**src/rtl/u8esc_pkg.sv**
```systemverilog
// Package: shared types, character codes and hex helper for the UTF-8 escape block.
`default_nettype none

package u8esc_pkg;

  localparam int unsigned CpW       = 21;  // code point width
  localparam int unsigned UnitW     = 16;  // one UTF-16 unit
  localparam int unsigned QueueDepth = 4;
  localparam int unsigned QueuePtrW = $clog2(QueueDepth);

  localparam logic [6:0] CHAR_BSLASH = 7'h5C;
  localparam logic [6:0] CHAR_U      = 7'h75;

  // Character positions within one six-character group
  localparam logic [2:0] POS_BSLASH = 3'd0;
  localparam logic [2:0] POS_U      = 3'd1;
  localparam logic [2:0] POS_HEX3   = 3'd2;
  localparam logic [2:0] POS_HEX2   = 3'd3;
  localparam logic [2:0] POS_HEX1   = 3'd4;
  localparam logic [2:0] POS_HEX0   = 3'd5;

  localparam logic [CpW-1:0] SuppBase  = 21'h10000;
  localparam logic [5:0]     HiSurrTag = 6'b110110;  // 0xD800 >> 10
  localparam logic [5:0]     LoSurrTag = 6'b110111;  // 0xDC00 >> 10

  typedef struct packed {
    logic           valid;
    logic [CpW-1:0] cp;
  } push_t;

  function automatic logic [6:0] hex_char(input logic [3:0] nib);
    logic [6:0] c;
    if (nib < 4'd10) begin
      c = 7'h30 + {3'b000, nib};
    end else begin
      c = 7'h57 + {3'b000, nib};  // 'a' - 10
    end
    return c;
  endfunction

endpackage

`default_nettype wire

```
**src/rtl/u8esc_front.sv**
```systemverilog
// Front end: classifies UTF-8 bytes and gathers finished code points.
`default_nettype none

module u8esc_front (
  input  wire logic              clk_i,
  input  wire logic              rst_ni,
  input  wire logic              accept_i,
  input  wire logic [7:0]        byte_i,
  input  wire logic              end_i,
  output u8esc_pkg::push_t       push_o
);
  import u8esc_pkg::*;

  logic [CpW-1:0] acc_q, acc_d, acc_n;
  logic [1:0]     left_q, left_d, left_n;
  logic           done;

  always_comb begin
    acc_n  = acc_q;
    left_n = left_q;
    done   = 1'b0;
    if (left_q != 2'd0) begin
      acc_n  = {acc_q[CpW-7:0], byte_i[5:0]};
      left_n = left_q - 2'd1;
      done   = (left_q == 2'd1);
    end else if (!byte_i[7]) begin
      acc_n = {13'd0, byte_i};
      done  = 1'b1;
    end else if (byte_i[7:5] == 3'b110) begin
      acc_n  = {16'd0, byte_i[4:0]};
      left_n = 2'd1;
    end else if (byte_i[7:4] == 4'b1110) begin
      acc_n  = {17'd0, byte_i[3:0]};
      left_n = 2'd2;
    end else if (byte_i[7:3] == 5'b11110) begin
      acc_n  = {18'd0, byte_i[2:0]};
      left_n = 2'd3;
    end
  end

  always_comb begin
    acc_d       = acc_q;
    left_d      = left_q;
    push_o.valid = 1'b0;
    push_o.cp    = acc_n;
    if (accept_i) begin
      if (done) begin
        push_o.valid = 1'b1;
        acc_d        = '0;
        left_d       = left_n;
      end else if (end_i) begin
        // string ended mid-sequence: drop it
        acc_d  = '0;
        left_d = 2'd0;
      end else begin
        acc_d  = acc_n;
        left_d = left_n;
      end
    end
  end

  always_ff @(posedge clk_i or negedge rst_ni) begin
    if (!rst_ni) begin
      acc_q  <= '0;
      left_q <= 2'd0;
    end else begin
      acc_q  <= acc_d;
      left_q <= left_d;
    end
  end

endmodule

`default_nettype wire

```
**src/rtl/u8esc_fifo.sv**
```systemverilog
// Small code point queue between the front end and the emitter.
`default_nettype none

module u8esc_fifo (
  input  wire logic                     clk_i,
  input  wire logic                     rst_ni,
  input  u8esc_pkg::push_t              push_i,
  input  wire logic                     pop_i,
  output logic [u8esc_pkg::CpW-1:0]     data_o,
  output logic                          empty_o,
  output logic                          full_o
);
  import u8esc_pkg::*;

  logic [CpW-1:0]     mem_q [QueueDepth];
  logic [QueuePtrW-1:0] wr_q, wr_d, rd_q, rd_d;
  logic [QueuePtrW:0]   cnt_q, cnt_d;
  logic                 do_push, do_pop;

  assign empty_o = (cnt_q == '0);
  assign full_o  = (cnt_q == QueuePtrW'(0) + (QueuePtrW+1)'(QueueDepth));
  assign data_o  = mem_q[rd_q];
  assign do_push = push_i.valid;
  assign do_pop  = pop_i;

  always_comb begin
    wr_d  = do_push ? wr_q + 1'b1 : wr_q;
    rd_d  = do_pop  ? rd_q + 1'b1 : rd_q;
    cnt_d = cnt_q + (QueuePtrW+1)'(do_push) - (QueuePtrW+1)'(do_pop);
  end

  always_ff @(posedge clk_i) begin
    if (do_push) begin
      mem_q[wr_q] <= push_i.cp;
    end
  end

  always_ff @(posedge clk_i or negedge rst_ni) begin
    if (!rst_ni) begin
      wr_q  <= '0;
      rd_q  <= '0;
      cnt_q <= '0;
    end else begin
      wr_q  <= wr_d;
      rd_q  <= rd_d;
      cnt_q <= cnt_d;
    end
  end

  a_no_overflow: assert property (@(posedge clk_i) disable iff (!rst_ni)
    full_o && !do_pop |-> !do_push)
    else $error("queue written while full");
  a_no_underflow: assert property (@(posedge clk_i) disable iff (!rst_ni)
    do_pop |-> !empty_o)
    else $error("queue read while empty");
  a_count_tracks: assert property (@(posedge clk_i) disable iff (!rst_ni)
    do_push && !do_pop |=> cnt_q == $past(cnt_q) + 1'b1)
    else $error("queue count lost a word");

endmodule

`default_nettype wire

```
**src/rtl/u8esc_back.sv**
```systemverilog
// Emitter: turns code points into backslash-u escape text, one character a cycle while out_ready_i is high.
`default_nettype none

module u8esc_back (
  input  wire logic                  clk_i,
  input  wire logic                  rst_ni,
  input  wire logic [u8esc_pkg::CpW-1:0] cp_i,
  input  wire logic                  empty_i,
  output logic                       pop_o,
  output logic                       out_valid_o,
  input  wire logic                  out_ready_i,
  output logic [6:0]                 out_char_o,
  output logic                       out_last_o
);
  import u8esc_pkg::*;

  logic             busy_q, busy_d;
  logic             big_q, big_d;
  logic             grp_q, grp_d;
  logic [2:0]       k_q, k_d;
  logic [UnitW-1:0] unit0_q, unit0_d, unit1_q, unit1_d;
  logic             ov_q, ov_d;
  logic [6:0]       ch_q, ch_d;
  logic             lst_q, lst_d;

  logic             adv, last_char, big_in;
  logic [CpW-1:0]   off;
  logic [UnitW-1:0] unit;
  logic [3:0]       nib;
  logic [6:0]       ch_n;

  assign adv       = busy_q && (!ov_q || out_ready_i);
  assign last_char = (k_q == POS_HEX0) && (grp_q || !big_q);
  assign pop_o     = !empty_i && (!busy_q || (adv && last_char));
  assign big_in    = |cp_i[CpW-1:UnitW];
  assign off       = cp_i - SuppBase;
  assign unit      = grp_q ? unit1_q : unit0_q;

  always_comb begin
    nib  = unit[3:0];
    ch_n = CHAR_BSLASH;
    unique case (k_q)
      POS_BSLASH: ch_n = CHAR_BSLASH;
      POS_U:      ch_n = CHAR_U;
      POS_HEX3: begin nib = unit[15:12]; ch_n = hex_char(nib); end
      POS_HEX2: begin nib = unit[11:8];  ch_n = hex_char(nib); end
      POS_HEX1: begin nib = unit[7:4];   ch_n = hex_char(nib); end
      POS_HEX0: begin nib = unit[3:0];   ch_n = hex_char(nib); end
      default:  ch_n = CHAR_BSLASH;
    endcase
  end

  always_comb begin
    busy_d  = busy_q;
    big_d   = big_q;
    grp_d   = grp_q;
    k_d     = k_q;
    unit0_d = unit0_q;
    unit1_d = unit1_q;
    ov_d    = ov_q;
    ch_d    = ch_q;
    lst_d   = lst_q;
    if (adv) begin
      ov_d  = 1'b1;
      ch_d  = ch_n;
      lst_d = last_char;
      if (k_q == POS_HEX0) begin
        k_d   = POS_BSLASH;
        grp_d = 1'b1;
        if (last_char) begin
          busy_d = 1'b0;
        end
      end else begin
        k_d = k_q + 3'd1;
      end
    end else if (out_ready_i) begin
      ov_d = 1'b0;
    end
    if (pop_o) begin
      busy_d  = 1'b1;
      big_d   = big_in;
      grp_d   = 1'b0;
      k_d     = POS_BSLASH;
      unit0_d = big_in ? {HiSurrTag, off[19:10]} : cp_i[UnitW-1:0];
      unit1_d = {LoSurrTag, off[9:0]};
    end
  end

  always_ff @(posedge clk_i) begin
    unit0_q <= unit0_d;
    unit1_q <= unit1_d;
    ch_q    <= ch_d;
    lst_q   <= lst_d;
  end

  always_ff @(posedge clk_i or negedge rst_ni) begin
    if (!rst_ni) begin
      busy_q <= 1'b0;
      big_q  <= 1'b0;
      grp_q  <= 1'b0;
      k_q    <= POS_BSLASH;
      ov_q   <= 1'b0;
    end else begin
      busy_q <= busy_d;
      big_q  <= big_d;
      grp_q  <= grp_d;
      k_q    <= k_d;
      ov_q   <= ov_d;
    end
  end

  assign out_valid_o = ov_q;
  assign out_char_o  = ch_q;
  assign out_last_o  = lst_q;

  a_small_one_group: assert property (@(posedge clk_i) disable iff (!rst_ni)
    busy_q && !big_q |-> !grp_q)
    else $error("second group for a code point below 0x10000");
  a_pos_range: assert property (@(posedge clk_i) disable iff (!rst_ni)
    k_q <= POS_HEX0)
    else $error("character position out of range");
  a_pop_starts: assert property (@(posedge clk_i) disable iff (!rst_ni)
    pop_o |=> busy_q && k_q == POS_BSLASH && !grp_q)
    else $error("pop did not start a new escape");

endmodule

`default_nettype wire

```
**src/rtl/utf8_to_unicode_escape.sv**
```systemverilog
// Top level: UTF-8 byte stream in, JSON backslash-u escape text out.
// Path: a byte that completes a code point gives its first character after the queue write
//   on its acceptance edge, the emitter load and the emitter output register, in that order.
// Throughput: one character per cycle while the output is ready; six characters per code point
//   up to FFFF, twelve above; bytes are taken one per cycle while the 4-entry code point queue has room.
// Reset: rst_ni clears the gathered sequence, the queue and the emitter at once.
`default_nettype none

module utf8_to_unicode_escape (
  input  wire logic       clk_i,
  input  wire logic       rst_ni,
  // input byte stream
  input  wire logic       s_axis_tvalid_i,
  output logic            s_axis_tready_o,
  input  wire logic [7:0] s_axis_tdata_i,   // [7:0] byte_in
  input  wire logic       s_axis_tlast_i,   // string_end
  // escape text stream
  output logic            m_axis_tvalid_o,
  input  wire logic       m_axis_tready_i,
  output logic [7:0]      m_axis_tdata_o,   // [6:0] char_out, [7] zero
  output logic            m_axis_tlast_o    // run_last
);
  import u8esc_pkg::*;

  push_t          push;
  logic [CpW-1:0] q_cp;
  logic           q_empty, q_full, q_pop;
  logic           in_word;
  logic [6:0]     char_out;

  // The front end only needs queue room; a byte that finishes nothing pushes nothing.
  assign s_axis_tready_o = !q_full;
  assign in_word         = s_axis_tvalid_i && s_axis_tready_o;

  u8esc_front u_front (
    .clk_i    (clk_i),
    .rst_ni   (rst_ni),
    .accept_i (in_word),
    .byte_i   (s_axis_tdata_i),
    .end_i    (s_axis_tlast_i),
    .push_o   (push)
  );

  u8esc_fifo u_fifo (
    .clk_i   (clk_i),
    .rst_ni  (rst_ni),
    .push_i  (push),
    .pop_i   (q_pop),
    .data_o  (q_cp),
    .empty_o (q_empty),
    .full_o  (q_full)
  );

  // Emitter pops the next code point on the cycle its last character is loaded,
  // so escapes follow each other without a gap.
  u8esc_back u_back (
    .clk_i       (clk_i),
    .rst_ni      (rst_ni),
    .cp_i        (q_cp),
    .empty_i     (q_empty),
    .pop_o       (q_pop),
    .out_valid_o (m_axis_tvalid_o),
    .out_ready_i (m_axis_tready_i),
    .out_char_o  (char_out),
    .out_last_o  (m_axis_tlast_o)
  );

  assign m_axis_tdata_o = {1'b0, char_out};

endmodule

`default_nettype wire

```
**config.mk**
```make
export PLATFORM = sky130hd
export DESIGN_NAME = utf8_to_unicode_escape
export DESIGN_NICKNAME = d
export VERILOG_FILES = /design/src/rtl/u8esc_pkg.sv /design/src/rtl/u8esc_front.sv /design/src/rtl/u8esc_fifo.sv /design/src/rtl/u8esc_back.sv /design/src/rtl/utf8_to_unicode_escape.sv
export SDC_FILE = /design/constraint.sdc
export NUM_CORES = 1
export LEC_CHECK = 0
export BUFFER_PORTS_ARGS = -buffer_cell sky130_fd_sc_hd__buf_4
export CORE_UTILIZATION = 55
export DETAILED_ROUTE_END_ITERATION = 7
export GPL_ROUTABILITY_DRIVEN = 0
export PLACE_DENSITY = 0.72
export SLEW_MARGIN = 40
export SYNTH_ARGS = -nofsm -noshare
export SYNTH_HDL_FRONTEND = slang
export SYNTH_SLANG_ARGS = --single-unit
```
**constraint.sdc**
```tcl
create_clock -name clk_i -period 5 [get_ports clk_i]
set_input_delay 1 -clock clk_i [delete_from_list [all_inputs] [get_ports clk_i]]
set_output_delay 1 -clock clk_i [all_outputs]
set_load 0.005 [all_outputs]
```
==> metrics <==
CTS Sinks 155; maximum VDD drop between 200 and 250 uV; # IOs 24; post-synthesis compound-gate area fraction 0.107; Post-CTS Hold Buffers 0; worst hold slack 0.462 ns; max incr delay on CP around 0.45 ns; Distinct cells, synth 64; layout cell share with drive strength beyond 1 0.225; main combinational cell family by area after synthesis compound AO/OA/AOI/OAI gates; post-route DRC violation count 0; HPWL Detailed ~8600 um; Die ar. 13100 um^2; Setup-failing EPs final 0; worst-path cell chain or2_2, nor2_1, nor3_2, inv_1, ha_1, inv_1, ha_1, inv_1, fa_1, xnor2_1, xnor2_1; total negative setup slack 0 ns; Final Hold Vio Count 0; simple-gate area share of the yosys netlist 0.0842; Area Growth Syn to Fin 11.9%; Fin Clk Skew between 0.01 and 0.015 ns; Pre-antenna DRT Iters 4; # diodes 0; fmax 0.358 GHz; Total GRT Usage 0.213; CTS tree yes; Routed Antenna Nets 0; RSZ-0062 raised after global routing no; # port buffers 22; CTS Buf Count 17; worst setup path category flop to flop; num rows 40; worst slew pin tran 0.667 ns; Post-Synth XOR/XNOR Area 0.0138; CP Launch Type flop; leakage 0.00287 uW; largest net degree at the start of global routing 38; fin nets 519; Final Slew Violations 0; Die W roughly 110 um; CP required 5.34 ns; Core Region 12200 um^2; via count 3947; YS warnings 0; Max-slew headroom 0.551; multiplexer share of the synthesized area 0.101; Total Power between 4000 and 5000 uW; Die Y-Extent 115 um; Root Buffer Master clkbuf_16; Most common cell on crit path inv_1; Hold Startpoint u_back.busy_q; vias in the first global route 3974; final period utilization 0.558; number of setup buffers added after CTS 0; r2r startpoint u_front.left_q[1]; flops & latches, synth between 150 and 200; maxcap violations 0; CP arrival between 3 and 4 ns; Worst-Skew Late Latency between 0.4 and 0.5 ns; Post-synth EDFFs 118; H-Tree Depth 4; clock slew at reported path FFs 0.06 ns; status completed; Worst Path Buf+Inv 3; routed len/inst 18.9 um; Cell Pwr Density 518 nW/um^2; post-synthesis adder-cell area fraction 0.0226; Syn Inst Count 470; DR iter-0 viols 243; highest-delay cell along the critical path dfrtp_1; GRT overflow 0; Filler Cell Count 877; largest delay contributor family on the critical path simple AND/OR/NAND/NOR gates; WL final 12700 um; Main synth FF type edfxtp_1; via/cell ratio 5.85; Critical Path Source u_front.left_q[1]; fin util 0.641; initial antenna violation count 0; sequential-to-total area share from yosys stat 0.641; first-pass GRT wire length approximately 20000 um; post-CTS sizing 0; Initial Util 0.573; Crit Path Max Fanout 17; Syn Nets 495; Synth async-reset ratio 0.239; Tmin final roughly 2.8 ns; Bufs on Longest Clock Path 2; Critical Path End Type flop; synthesized cell area around 7000 um^2; worst min path class flop to flop; syn_area_per_cell 14.8 um^2
cell usage after synthesis, types with 5 or more instances:
cell / n / area [um^2]
or3_1: 5 / 31.3
mux2i_1: 9 / 90.1
ha_1: 11 / 138
a21oi_1: 22 / 110
a31oi_1: 5 / 31.3
nor2_1: 24 / 90.1
mux2_2: 8 / 90.1
mux4_2: 19 / 428
clkbuf_1: 7 / 26.3
nor3_1: 7 / 35.0
edfxtp_1: 118 / 3540
buf_2: 5 / 25.0
a22o_2: 10 / 100
dfrtp_1: 37 / 926
and2_1: 10 / 62.6
o21ai_0: 20 / 100
nand2b_1: 7 / 43.8
a22o_1: 24 / 210
nor2b_1: 6 / 37.5
inv_1: 17 / 63.8
xnor2_1: 8 / 70.1
nand2_1: 24 / 90.1
worst reg2reg max path, delay by kind of cell (launching register included):
family,cells,cell delay [ns]
AND/OR/NAND/NOR,3,0.88
buffers and inverters,3,0.23
flip-flops,1,0.45
XOR/XNOR,2,0.34
adder cells (fa/ha/maj),3,0.83
power breakdown:
group          internal (uW)  switching (uW)
Clock                    684             506
Combinational            506             514
Sequential              1630             200
Total                   2820            1220
area by class of cell:
cell class                 instances  area (um^2)  area share
clock inverter                    14          125      0.0160
multi-input combinational        277         2300       0.295
tap                              168          210      0.0269
inverter                          17         63.8     0.00818
timing repair buffer              26          195      0.0250
clock buffer                      18          429      0.0550
sequential                       155         4470       0.573
stage by stage:
| stage | worst slack (ns) | instance area, um^2 | cells |
|---|---|---|---|
| after global placement | 1.66 | 7230 | 643 |
| after floorplan | 1.30 | 6970 | 470 |
| after CTS | 1.84 | 7800 | 675 |
| final | 2.21 | 7800 | 675 |
| after global routing | 2.00 | 7800 | 675 |
| after detailed placement | 1.50 | 7240 | 643 |
worst paths after layout:
check	end	slack [ns]	cells past startpoint
min	u_back.out_valid_o	0.46	2
min in group asynchronous	u_fifo.cnt_q[1]	0.56	1
min reg2reg	u_back.out_valid_o	0.46	2
max in group asynchronous	u_fifo.rd_q[0]	4.07	1
max	u_fifo.cnt_q[2]	2.21	11
max reg2reg	u_fifo.cnt_q[2]	2.21	11
kinds of logic after synthesis:
group / count (synthesis)
and+or+nand+nor: 107
other: 1
buffers and inverters: 38
muxes: 41
adders and majority gates: 12
AOI/OAI and AO/OA: 105
xor gates and xnor gates: 11
DFF: 155
layout by cell type (no fill, tap or decap), types with 17 or more instances in the layout:
| master | Yosys | routed |
|---|---|---|
| dfrtp_1 | 37 | 34 |
| nor2_1 | 24 | 24 |
| clkbuf_16 | 0 | 17 |
| a21oi_1 | 22 | 22 |
| o21ai_0 | 20 | 20 |
| inv_1 | 17 | 17 |
| a22o_1 | 24 | 24 |
| edfxtp_1 | 118 | 118 |
| nand2_1 | 24 | 24 |
| buf_4 | 4 | 26 |
| mux4_2 | 19 | 19 |
registers in the layout (all words and copies together), names as in the netlist, 2 cells and up:
name / flops
u_back.unit1_q: 10
u_fifo.mem_q: 84
u_back.unit0_q: 16
u_fifo.rd_q: 2
u_fifo.wr_q: 2
u_fifo.cnt_q: 3
u_back.out_char_o: 7
u_front.acc_q: 21
u_front.left_q: 2
u_back.k_q: 3
routing by layer:
metal / wire, um / GRT usage / up-vias
met5: 0 / 0 / -
met4: 352 / 0.0978 / 0
met3: 487 / 0.0461 / 26
met2: 6600 / 0.373 / 91
met1: 5290 / 0.253 / 1964
li1: - / - / 1866
No activity file was read; power rests on OpenSTA's default activity.
